### src/sv/drm_pkg.sv
`timescale 1ns / 1ps
// ----------------------------------------------------------------------------
// drm_pkg
// Shared types and constants for the dark run midpoint marker.
// ----------------------------------------------------------------------------
package drm_pkg;

    localparam int MAX_COLUMNS = 1024;
    localparam int MAX_ROWS    = 1024;

    localparam int COL_W   = $clog2(MAX_COLUMNS);
    localparam int ROW_W   = $clog2(MAX_ROWS);
    localparam int CHAN_W  = 8;
    localparam int BOUND_W = 11;
    localparam int OUT_ROW_W = 10;
    localparam int OUT_COL_W = 10;

    localparam int CFG_INDEX_W = 2;
    localparam int CFG_DATA_W  = 11;

    localparam logic [CFG_INDEX_W-1:0] CFG_DARK_THRESHOLD = 2'd0;
    localparam logic [CFG_INDEX_W-1:0] CFG_MIN_RUN_PIXELS = 2'd1;
    localparam logic [CFG_INDEX_W-1:0] CFG_MAX_RUN_PIXELS = 2'd2;

    localparam logic [CHAN_W-1:0]  RST_DARK_THRESHOLD = 8'd20;
    localparam logic [BOUND_W-1:0] RST_MIN_RUN_PIXELS = 11'd2;
    localparam logic [BOUND_W-1:0] RST_MAX_RUN_PIXELS = 11'd16;

    localparam int FIFO_DEPTH = 4;
    localparam int FIFO_PTR_W = $clog2(FIFO_DEPTH);
    localparam int FIFO_CNT_W = $clog2(FIFO_DEPTH + 1);

    typedef struct packed {
        logic [CHAN_W-1:0]  dark_threshold;
        logic [BOUND_W-1:0] min_run_pixels;
        logic [BOUND_W-1:0] max_run_pixels;
    } drm_cfg_t;

    // closed run waiting for the midpoint stage
    typedef struct packed {
        logic [ROW_W-1:0] row;
        logic [COL_W-1:0] start;
        logic [COL_W-1:0] len;
    } drm_mark_t;

endpackage

### src/sv/drm_front.sv
`timescale 1ns / 1ps
// ----------------------------------------------------------------------------
// drm_front
// Pixel classifier and run tracker; pushes each marked run into the queue.
// ----------------------------------------------------------------------------
module drm_front import drm_pkg::*; (
    input  logic                  aclk,
    input  logic                  aresetn,
    input  drm_cfg_t              cfg,
    input  logic                  accept,
    input  logic [CHAN_W-1:0]     red,
    input  logic [CHAN_W-1:0]     green,
    input  logic [CHAN_W-1:0]     blue,
    input  logic                  row_last,
    input  logic                  frame_last,
    output logic                  push,
    output drm_mark_t             mark
);

    logic             in_run_reg, in_run_next;
    logic [COL_W-1:0] start_reg, start_next;
    logic [COL_W-1:0] col_reg, col_next;
    logic [ROW_W-1:0] row_reg, row_next;

    logic             dark;
    logic             row_end;
    logic [COL_W-1:0] len;
    logic             in_range;

    assign dark = (red <= cfg.dark_threshold) && (green <= cfg.dark_threshold)
               && (blue <= cfg.dark_threshold);
    assign len  = col_reg - start_reg;
    assign in_range = ({1'b0, len} >= cfg.min_run_pixels)
                   && ({1'b0, len} <= cfg.max_run_pixels);
    // last column of the line buffer closes the row on its own
    assign row_end = row_last || frame_last || (col_reg == COL_W'(MAX_COLUMNS - 1));

    assign push = accept && in_run_reg && !dark && in_range;
    assign mark = '{row: row_reg, start: start_reg, len: len};

    always_comb begin
        in_run_next = in_run_reg;
        start_next  = start_reg;
        col_next    = col_reg;
        row_next    = row_reg;
        if (accept) begin
            if (!in_run_reg && dark) begin
                in_run_next = 1'b1;
                start_next  = col_reg;
            end else if (in_run_reg && !dark) begin
                in_run_next = 1'b0;
            end
            if (row_end) begin
                in_run_next = 1'b0;
                start_next  = '0;
                col_next    = '0;
                if (frame_last || (row_reg == ROW_W'(MAX_ROWS - 1))) begin
                    row_next = '0;
                end else begin
                    row_next = row_reg + 1'b1;
                end
            end else begin
                col_next = col_reg + 1'b1;
            end
        end
    end

    always_ff @(posedge aclk) begin
        if (!aresetn) begin
            in_run_reg <= 1'b0;
            start_reg  <= '0;
            col_reg    <= '0;
            row_reg    <= '0;
        end else begin
            in_run_reg <= in_run_next;
            start_reg  <= start_next;
            col_reg    <= col_next;
            row_reg    <= row_next;
        end
    end

`ifndef SYNTHESIS
    a_row_end_clears: assert property (@(posedge aclk) disable iff (!aresetn)
        (accept && (row_last || frame_last)) |=> (!in_run_reg && col_reg == '0))
        else $error("row end did not clear run state");

    a_col_steps: assert property (@(posedge aclk) disable iff (!aresetn)
        (accept && !row_end) |=> (col_reg == $past(col_reg) + 1'b1))
        else $error("column count did not advance");
`endif

endmodule

### src/sv/drm_fifo.sv
`timescale 1ns / 1ps
// ----------------------------------------------------------------------------
// drm_fifo
// Short queue of closed runs between the tracker and the midpoint stage.
// ----------------------------------------------------------------------------
module drm_fifo import drm_pkg::*; (
    input  logic      aclk,
    input  logic      aresetn,
    input  logic      push,
    input  drm_mark_t push_data,
    output logic      full,
    input  logic      pop,
    output logic      not_empty,
    output drm_mark_t pop_data
);

    drm_mark_t             mem_reg [FIFO_DEPTH];
    logic [FIFO_PTR_W-1:0] wr_ptr_reg, wr_ptr_next;
    logic [FIFO_PTR_W-1:0] rd_ptr_reg, rd_ptr_next;
    logic [FIFO_CNT_W-1:0] count_reg, count_next;

    assign full      = (count_reg == FIFO_CNT_W'(FIFO_DEPTH));
    assign not_empty = (count_reg != '0);
    assign pop_data  = mem_reg[rd_ptr_reg];

    always_comb begin
        wr_ptr_next = push ? wr_ptr_reg + 1'b1 : wr_ptr_reg;
        rd_ptr_next = pop  ? rd_ptr_reg + 1'b1 : rd_ptr_reg;
        count_next  = count_reg;
        if (push && !pop) begin
            count_next = count_reg + 1'b1;
        end else if (pop && !push) begin
            count_next = count_reg - 1'b1;
        end
    end

    always_ff @(posedge aclk) begin
        if (!aresetn) begin
            wr_ptr_reg <= '0;
            rd_ptr_reg <= '0;
            count_reg  <= '0;
        end else begin
            wr_ptr_reg <= wr_ptr_next;
            rd_ptr_reg <= rd_ptr_next;
            count_reg  <= count_next;
        end
    end

    always_ff @(posedge aclk) begin
        if (push) begin
            mem_reg[wr_ptr_reg] <= push_data;
        end
    end

`ifndef SYNTHESIS
    a_no_overflow: assert property (@(posedge aclk) disable iff (!aresetn)
        push |-> (!full || pop))
        else $error("push into full queue");

    a_no_underflow: assert property (@(posedge aclk) disable iff (!aresetn)
        pop |-> not_empty)
        else $error("pop from empty queue");
`endif

endmodule

### src/sv/drm_back.sv
`timescale 1ns / 1ps
// ----------------------------------------------------------------------------
// drm_back
// Midpoint stage and output register of the marker stream.
// ----------------------------------------------------------------------------
module drm_back import drm_pkg::*; (
    input  logic        aclk,
    input  logic        aresetn,
    input  logic        not_empty,
    input  drm_mark_t   pop_data,
    output logic        pop,
    output logic        m_tvalid,
    input  logic        m_tready,
    output logic [31:0] m_tdata
);

    logic                 valid_reg, valid_next;
    logic [OUT_ROW_W-1:0] row_reg;
    logic [OUT_COL_W-1:0] col_reg;
    logic [BOUND_W-1:0]   len_reg;
    logic [COL_W-1:0]     mid;

    assign pop = not_empty && (!valid_reg || m_tready);
    assign mid = pop_data.start + (pop_data.len >> 1);

    always_comb begin
        valid_next = valid_reg;
        if (pop) begin
            valid_next = 1'b1;
        end else if (m_tready) begin
            valid_next = 1'b0;
        end
    end

    always_ff @(posedge aclk) begin
        if (!aresetn) begin
            valid_reg <= 1'b0;
        end else begin
            valid_reg <= valid_next;
        end
    end

    always_ff @(posedge aclk) begin
        if (pop) begin
            row_reg <= OUT_ROW_W'(pop_data.row);
            col_reg <= OUT_COL_W'(mid);
            len_reg <= BOUND_W'(pop_data.len);
        end
    end

    assign m_tvalid = valid_reg;
    assign m_tdata  = {1'b0, len_reg, col_reg, row_reg};

endmodule

### src/sv/dark_run_midpoint_marker.sv
`timescale 1ns / 1ps
// ----------------------------------------------------------------------------
// dark_run_midpoint_marker
// Marks the midpoint of each closed dark run of pixels within a row whose length lies in the bounds.
// ----------------------------------------------------------------------------
// path: a closed run is written into the queue, then its marker is registered in the output register
// throughput: one pixel per cycle while the queue is not full; the tracker acts on each
//   pixel as it is taken and a four-entry queue absorbs markers held back by m_tready
// reset: synchronous active-low aresetn empties the queue, clears the row and
//   column counters and loads the register defaults (20, 2, 16)
module dark_run_midpoint_marker import drm_pkg::*; (
    input  logic                   aclk,
    input  logic                   aresetn,
    input  logic                   s_tvalid,
    output logic                   s_tready,
    input  logic [23:0]            s_tdata,   // red, green, blue
    input  logic                   s_tlast,   // row_last
    input  logic                   s_tuser,   // frame_last
    output logic                   m_tvalid,
    input  logic                   m_tready,
    output logic [31:0]            m_tdata,   // mark_row, mark_column, run_pixels
    input  logic                   cfg_valid,
    output logic                   cfg_ready,
    input  logic [CFG_INDEX_W-1:0] cfg_index,
    input  logic [CFG_DATA_W-1:0]  cfg_data
);

    drm_cfg_t  cfg_reg, cfg_next;
    logic      accept;
    logic      push;
    drm_mark_t push_data;
    logic      full;
    logic      pop;
    logic      not_empty;
    drm_mark_t pop_data;

    assign cfg_ready = 1'b1;

    always_comb begin
        cfg_next = cfg_reg;
        if (cfg_valid) begin
            unique case (cfg_index)
                CFG_DARK_THRESHOLD: cfg_next.dark_threshold = cfg_data[CHAN_W-1:0];
                CFG_MIN_RUN_PIXELS: cfg_next.min_run_pixels = cfg_data[BOUND_W-1:0];
                CFG_MAX_RUN_PIXELS: cfg_next.max_run_pixels = cfg_data[BOUND_W-1:0];
                default: cfg_next = cfg_reg;
            endcase
        end
    end

    always_ff @(posedge aclk) begin
        if (!aresetn) begin
            cfg_reg <= '{dark_threshold: RST_DARK_THRESHOLD,
                         min_run_pixels: RST_MIN_RUN_PIXELS,
                         max_run_pixels: RST_MAX_RUN_PIXELS};
        end else begin
            cfg_reg <= cfg_next;
        end
    end

    assign s_tready = !full;
    assign accept   = s_tvalid && s_tready;

    drm_front u_front (
        .aclk       (aclk),
        .aresetn    (aresetn),
        .cfg        (cfg_reg),
        .accept     (accept),
        .red        (s_tdata[7:0]),
        .green      (s_tdata[15:8]),
        .blue       (s_tdata[23:16]),
        .row_last   (s_tlast),
        .frame_last (s_tuser),
        .push       (push),
        .mark       (push_data)
    );

    drm_fifo u_fifo (
        .aclk      (aclk),
        .aresetn   (aresetn),
        .push      (push),
        .push_data (push_data),
        .full      (full),
        .pop       (pop),
        .not_empty (not_empty),
        .pop_data  (pop_data)
    );

    drm_back u_back (
        .aclk      (aclk),
        .aresetn   (aresetn),
        .not_empty (not_empty),
        .pop_data  (pop_data),
        .pop       (pop),
        .m_tvalid  (m_tvalid),
        .m_tready  (m_tready),
        .m_tdata   (m_tdata)
    );

endmodule

### config.mk
export PLATFORM = sky130hd
export DESIGN_NAME = dark_run_midpoint_marker
export DESIGN_NICKNAME = d
export VERILOG_FILES = /design/src/sv/drm_pkg.sv /design/src/sv/drm_front.sv /design/src/sv/drm_fifo.sv /design/src/sv/drm_back.sv /design/src/sv/dark_run_midpoint_marker.sv
export SDC_FILE = /design/constraint.sdc
export NUM_CORES = 1
export LEC_CHECK = 0
export BUFFER_PORTS_ARGS = -buffer_cell sky130_fd_sc_hd__buf_2
export CAP_MARGIN = 20
export CELL_PAD_IN_SITES_DETAIL_PLACEMENT = 0
export CELL_PAD_IN_SITES_GLOBAL_PLACEMENT = 1
export CORE_ASPECT_RATIO = 1.75
export CORE_MARGIN = 5
export CORE_UTILIZATION = 28
export CTS_BUF_LIST = sky130_fd_sc_hd__clkbuf_16
export DETAILED_ROUTE_END_ITERATION = 7
export PLACE_DENSITY_LB_ADDON = 0.2
export SLEW_MARGIN = 25
export SYNTH_ARGS = -nofsm -noshare
export SYNTH_HDL_FRONTEND = slang
export SYNTH_SLANG_ARGS = --single-unit
### constraint.sdc
create_clock -name aclk -period 4.25 [get_ports aclk]
set_input_delay 0 -clock aclk [delete_from_list [all_inputs] [get_ports aclk]]
set_output_delay 0 -clock aclk [all_outputs]
set_load 0.005 [all_outputs]
Word-level counts from Yosys, hierarchy flattened
Memories as Yosys holds them, arrays and structs flattened. A register that Yosys moved wholly into a read port is not among the register bits.
Cells that the tools add are included.
{"block": "word_totals", "reg_bits": 99, "latch_bits": 0, "mem_bits_rw": 120, "romBits": 0, "in_bits": 44, "out_inout_bits": 35, "mem_count": 1}
{"name": "u_fifo.mem_reg", "words": 4, "width": 30, "read_ports": 1, "rd_ports_with_merged_regs": 1, "write_ports": 1, "line": "drm_fifo.sv:17", "source": "drm_mark_t mem_reg [FIFO_DEPTH];"}
{"block": "op_classes", "addsub": 8, "mul": 0, "div_mod_pow": 0, "magnitude_cmp": 5, "eq_ne": 5, "shift": 0, "n_mux": 15, "bitwise_logic": 0, "reduce_logical": 34}
{"operator": "10-bit 2-to-1 mux", "count": 4}
{"operator": "8-bit less-or-equal comparator", "count": 3}
{"operator": "10-bit by 1-bit adder with 10-bit output, second input constant", "count": 2}
{"operator": "10-bit == test, second input constant", "count": 2}
{"operator": "1-bit logical AND", "count": 12}
{"operator": "2-bit AND reduction", "count": 6}
{"operator": "10-bit by 11-bit >= comparator with 1-bit output", "count": 1}
{"operator": "10-bit by 11-bit less-or-equal comparator with 1-bit output", "count": 1}
{"operator": "10-bit by 9-bit adder with 10-bit output", "count": 1}
{"operator": "10-bit subtractor", "count": 1}
{"operator": "1-bit 2-to-1 mux", "count": 7}
{"operator": "1-bit logical NOT", "count": 6}
{"operator": "3-bit 2-to-1 mux", "count": 2}
{"operator": "2-bit nonzero test", "count": 3}
{"operator": "3-bit nonzero test", "count": 2}
{"operator": "2-bit by 1-bit adder with 2-bit output, second input constant", "count": 2}
{"operator": "1-bit logical OR", "count": 4}
{"operator": "2-bit 2-to-1 mux", "count": 2}
{"operator": "3-bit by 1-bit adder with 3-bit output, second input constant", "count": 1}
{"operator": "3-bit == test, second input constant", "count": 1}
{"operator": "3-bit by 1-bit subtractor with 3-bit output, second input constant", "count": 1}
{"operator": "2-bit by 1-bit == test with 1-bit output, second input constant", "count": 1}
{"operator": "2-bit == test, second input constant", "count": 1}
{"operator": "2-bit logical NOT", "count": 1}

Logic depth before layout (Yosys ltp)
{"block": "logic_depth", "word_depth": 10, "depth_mapped": 23, "mapped_depth_nobuf": 23}

Cells and area by module
A second synthesis with hierarchy kept.
{"block": "unflattened", "cells_unflattened": 749, "hier_area_um2": 10062.2}
{"module": "drm_fifo", "n_inst": 1, "cells_per_inst": 199, "area_per_inst_um2": 4774.6}
{"module": "drm_front", "n_inst": 1, "cells_per_inst": 342, "area_per_inst_um2": 2766.4}
{"module": "drm_back", "n_inst": 1, "cells_per_inst": 87, "area_per_inst_um2": 1336.3}
{"module": "dark_run_midpoint_marker", "n_inst": 1, "cells_per_inst": 121, "area_per_inst_um2": 1184.9}

Worst setup path after synthesis
Ideal clock, no wire load.
{"block": "synth_path", "path_type": "reg-to-reg", "from": "register u_front.col_reg[0]", "to": "register u_fifo.count_reg[2]", "arrival_time_ns": 4.500, "t_required_ns": 4.174, "setup_slack_ns": -0.325, "stages_incl_launch_ff": 24, "synth_period_minus_slack_ns": 4.575, "cell_sequence": "dfxtp_1 > inv_1 > ha_1 > inv_1 > fa_1 > a21o_1 > a21oi_1 > nor2b_1 > o21ai_0 > a221oi_1 > xor2_1 > ha_1 > a211oi_1 > or3_1 > nand3_1 > o21ai_0 > nand4b_1 > nor3_2 > ha_1 > inv_1 > fa_1 > xor2_1 > or3_1 > a21boi_0"}
{"element": "from (decl)", "line": "drm_front.sv:22", "source": "logic [COL_W-1:0] col_reg, col_next;"}
{"element": "from (signal assigned)", "line": "drm_front.sv:77", "source": "col_reg <= col_next;"}
{"element": "to (signal assigned)", "line": "drm_fifo.sv:45", "source": "count_reg <= count_next;"}
{"element": "to (decl)", "line": "drm_fifo.sv:20", "source": "logic [FIFO_CNT_W-1:0] count_reg, count_next;"}

==> summary.md <==
| Metric | Value |
|---|---|
| Status | complete, but fails checks |
| Failing checks | negative setup slack |
| Relative slew slack | 0.341 |
| Layout cell share with drive strength beyond 1 | 0.253 |
| Port-buffer cells | 75 |
| Number of CTS-inserted buffers | 22 |
| Avg Cell Area, Syn | approximately 14 sq um |
| Initial Util | 0.282 |
| Kind of start point of the critical path | flip-flop |
| P_int | 4.39 mW |
| Number of flip-flops under the largest register name | 120 |
| Clock group share of total power | 0.344 |
| Yosys warnings | 0 |
| Power share of the combinational group | 0.203 |
| Ports | between 70 and 80 |
| ANT nets after route | 0 |
| Reg2Reg Setup Slack | -0.007 ns |
| Cell Chain, Critical Path | inv_2 -> ha_1 -> a21o_1 -> a21o_1 -> a311oi_1 -> buf_4 -> o31ai_1 -> a21oi_1 -> xnor2_1 -> ha_2 -> nand4b_1 -> nor3_1 -> a21oi_1 -> o21ai_2 -> nand4b_1 -> nor3_4 -> ha_2 -> inv_2 -> fa_2 -> xor2_1 -> or3_1 -> a21boi_1 |
| Crit-path max cell delay | 0.34 ns |
| RSZ-0062 raised after global routing | true |
| Leakage | 4.67 nW |
| Number of H-tree levels | 1 |
| Sequential power share | 0.454 |
| Setup slack after layout | -0.00685 ns |
| Num rows | 91 |
| Hold Path Sink | u_front.col_reg[0]$_SDFFE_PN0P_ |
| Register area share after synthesis | 0.598 |
| Fin crit period | roughly 4.3 ns |
| Fmax | 235 MHz |
| Final #Nets | 996 |
| Fin util | 0.350 |
| Worst Skew | 0.0204 ns |
| Critical Path AT | 4.70 ns |
| WS Path Type | flip-flop to flip-flop |
| CP required | 4.70 ns |
| EDFF count, synth | 150 |
| Worst Tran Pin Value | roughly 0.98 ns |
| Endpoints failing setup | 1 |
| Vias per cell | 4.30 |
| DP Cell Count | 1293 |
| CP Capture Type | flip-flop |
| Drt first pass iters | 4 |
| Vias in the first global route | 6446 |
| Register-to-Register Path Depth | 22 |
| Longest Clk Path Bufs | 3 |
| CTS tree | yes |
| Root cell of the clock tree | clkbuf_16 |
| Crit Path Max Fanout | 2 |
| Worst vdd ir | 0.205 mV |
| Initial antenna violation count | 0 |
| Core Box Area | 0.0351 sq mm |
| Cell Count, Final, Fillers Out | 1359 |
| First-pass GRT wire length | around 34 mm |
| Tcrit/Tclk final | 1.00 |
| Top_reg_cell synth | edfxtp_1 |
| Clock slew at reported path FFs | 0.06 ns |
| Drt wl/cell | 15.7 um |
| CP max stage cell | dfxtp_1 |
| Largest net degree at the start of global routing | 45 |
| DRT iter0 DRCs | 130 |
| Sw Pwr | between 1 and 1.5 mW |
| # clock sinks | between 200 and 250 |
| Hold path depth | 4 |
| Synth cell types | 54 |
| Hold Path Origin | s_tvalid |
| Routed wire length | 21.4 mm |
| Chip width | 152 um |
| Net Sw Frac | 0.255 |
| Cell Area, Synth | roughly 0.0099 sq mm |
| Overflow after GRT | 0 |
| Reg-to-reg endpoint | u_fifo.count_reg[2]$_SDFFE_PN0P_ |
| Final GP Congestion | approximately 0.75 |
| FFs w/ async S/R, synth | 0 |
| P&R area growth vs syn | 23.8% |
| All-Layer GR Usage | 0.108 |
| Register bit total from synthesis | 221 |
| Diode count | 0 |
| Detailed-placement wirelength estimate | 15.2 mm |
| Hold Vio Cnt, Final | 0 |
| Clk_lat worst skew | 0.51 ns |
| Die area | 0.0394 sq mm |
| Cells after Synth | 732 |
| Die Y-Extent | 259 um |
| Fin. max-slew vios | 0 |
| Worst reg2reg startpoint | u_front.start_reg[1]$_SDFFE_PN0P_ |
| Worst Hold Class | primary input to flip-flop |
| Max-Cap Viols | 0 |
| Vias post-DR | 5850 |
| Power Density | 480 mW/mm^2 |
| Drt drc | 0 |
| Hold Slack | 0.0367 ns |
-- metrics by stage --
step	instance area [sq um]	setup TNS [ns]	power, mW	setup WS [ns]
floorplan	9930	-0.0321	3.49	-0.0321
global placement	11200	-0.124	3.95	-0.124
detailed placement	11200	-0.155	3.95	-0.155
CTS	12100	0	6.04	0.000676
global route	12300	-0.340	6.25	-0.318
finish	12300	-0.00685	5.89	-0.00685
-- worst max-delay path: cells and delay by family, from the launching register on --
kind | cells | cell delay, ns
fa+ha+maj | 4 | 1.15
compound gates | 8 | 1.14
simple gates | 5 | 1.01
flops | 1 | 0.34
xor+xnor | 2 | 0.29
buf+inv | 3 | 0.27
-- final cells by class --
cell class / instances / area, sq um
sequential: 221 / 5930
timing repair buffer: 142 / 1030
clock inverter: 16 / 174
clock buffer: 23 / 576
tap: 465 / 582
fill: 3524 / 22800
multi-input combinational: 436 / 3760
inverter: 56 / 210
-- timing repair --
action	in CTS	in global routing
hold buffers	19	0
resized for setup	7	11
setup buffers	4	2
endpoints found under the setup margin	1	113
endpoints found under the hold margin	34	0
cloned	0	3
pin swaps	15	13
-- Yosys cell counts, drive strengths merged (2+ instances only) --
cell type  count  share of area
o21ai         22          0.011
xnor2         18          0.016
dfxtp         71           0.14
nand2b         4         0.0033
inv           56          0.021
edfxtp       150           0.45
nor3b          2         0.0015
nor2          32          0.012
nor2b         23          0.015
nand3         10         0.0051
nand4         14         0.0088
a21boi        12         0.0091
or3            7         0.0044
conb           2        0.00076
nor3           9         0.0056
a22o           9         0.0080
a21oi         38          0.021
or2            3         0.0019
nand4b         2         0.0018
mux4          30          0.068
a311oi         2         0.0018
and3           2         0.0013
xor2          18          0.016
nand2         54          0.020
ha            70          0.088
o211ai         5         0.0038
nand3b         2         0.0015
mux2i         16          0.016
a21o           5         0.0038
buf           10         0.0066
fa             3         0.0061
clkbuf        10         0.0038
and2          10         0.0066
-- how the worst max path moves through the flow --
stage	from	endpoint	depth (start not counted)
2_1_floorplan	u_front.col_reg[0]$_SDFFE_PN0P_	u_fifo.count_reg[2]$_SDFFE_PN0P_	23
3_3_place_gp	u_front.col_reg[0]$_SDFFE_PN0P_	u_fifo.count_reg[2]$_SDFFE_PN0P_	23
3_5_place_dp	u_front.col_reg[0]$_SDFFE_PN0P_	u_fifo.count_reg[2]$_SDFFE_PN0P_	23
4_1_cts	u_front.col_reg[0]$_SDFFE_PN0P_	u_fifo.count_reg[2]$_SDFFE_PN0P_	23
5_1_grt	u_front.col_reg[0]$_SDFFE_PN0P_	u_fifo.count_reg[2]$_SDFFE_PN0P_	23
6_report	u_front.start_reg[1]$_SDFFE_PN0P_	u_fifo.count_reg[2]$_SDFFE_PN0P_	22
-- kinds of logic after synthesis --
logic type               after synthesis  synth area share
adder cells (fa/ha/maj)               73            0.0945
buffers and inverters                 76            0.0316
other                                  2          0.000758
AO/OA/AOI/OAI                        100            0.0656
flip-flops                           221             0.598
multiplexers                          46            0.0844
AND/OR/NAND/NOR                      178            0.0931
XOR/XNOR                              36            0.0318
-- power groups by stage --
stage          logic (mW)  clock network, mW  registers [mW]
2_1_floorplan       0.770                  0            2.72
3_3_place_gp         1.22                  0            2.73
3_5_place_dp         1.22                  0            2.73
4_1_cts              1.25               2.11            2.68
5_1_grt              1.35               2.19            2.70
6_report             1.19               2.02            2.67
-- cells in the final DEF (no fill, tap or decap), types with 11 or more instances in the layout --
cell type	netlist	final
a21boi_0	12	11
a21oi_1	35	33
buf_2	4	75
buf_4	4	41
clkbuf_16	0	26
dfxtp_1	71	68
dlygate4sd3_1	0	19
edfxtp_1	150	150
ha_1	70	67
inv_1	56	54
mux2i_1	16	16
mux4_2	30	30
nand2_1	54	54
nand4_1	14	14
nor2_1	31	31
nor2b_1	23	22
o21ai_0	21	19
xnor2_1	18	18
xor2_1	18	17
-- per-layer routing --
metal  wire, um  vias to the layer above  GRT usage  part of all wire
li1           -                     2964          -                 -
met1       7890                     2769      0.112              0.37
met2      12400                       98      0.220              0.58
met3        766                       19     0.0162             0.036
met4        357                        0     0.0322             0.017
met5          0                        -          0                 0
Power figures use the tool's default switching activity.
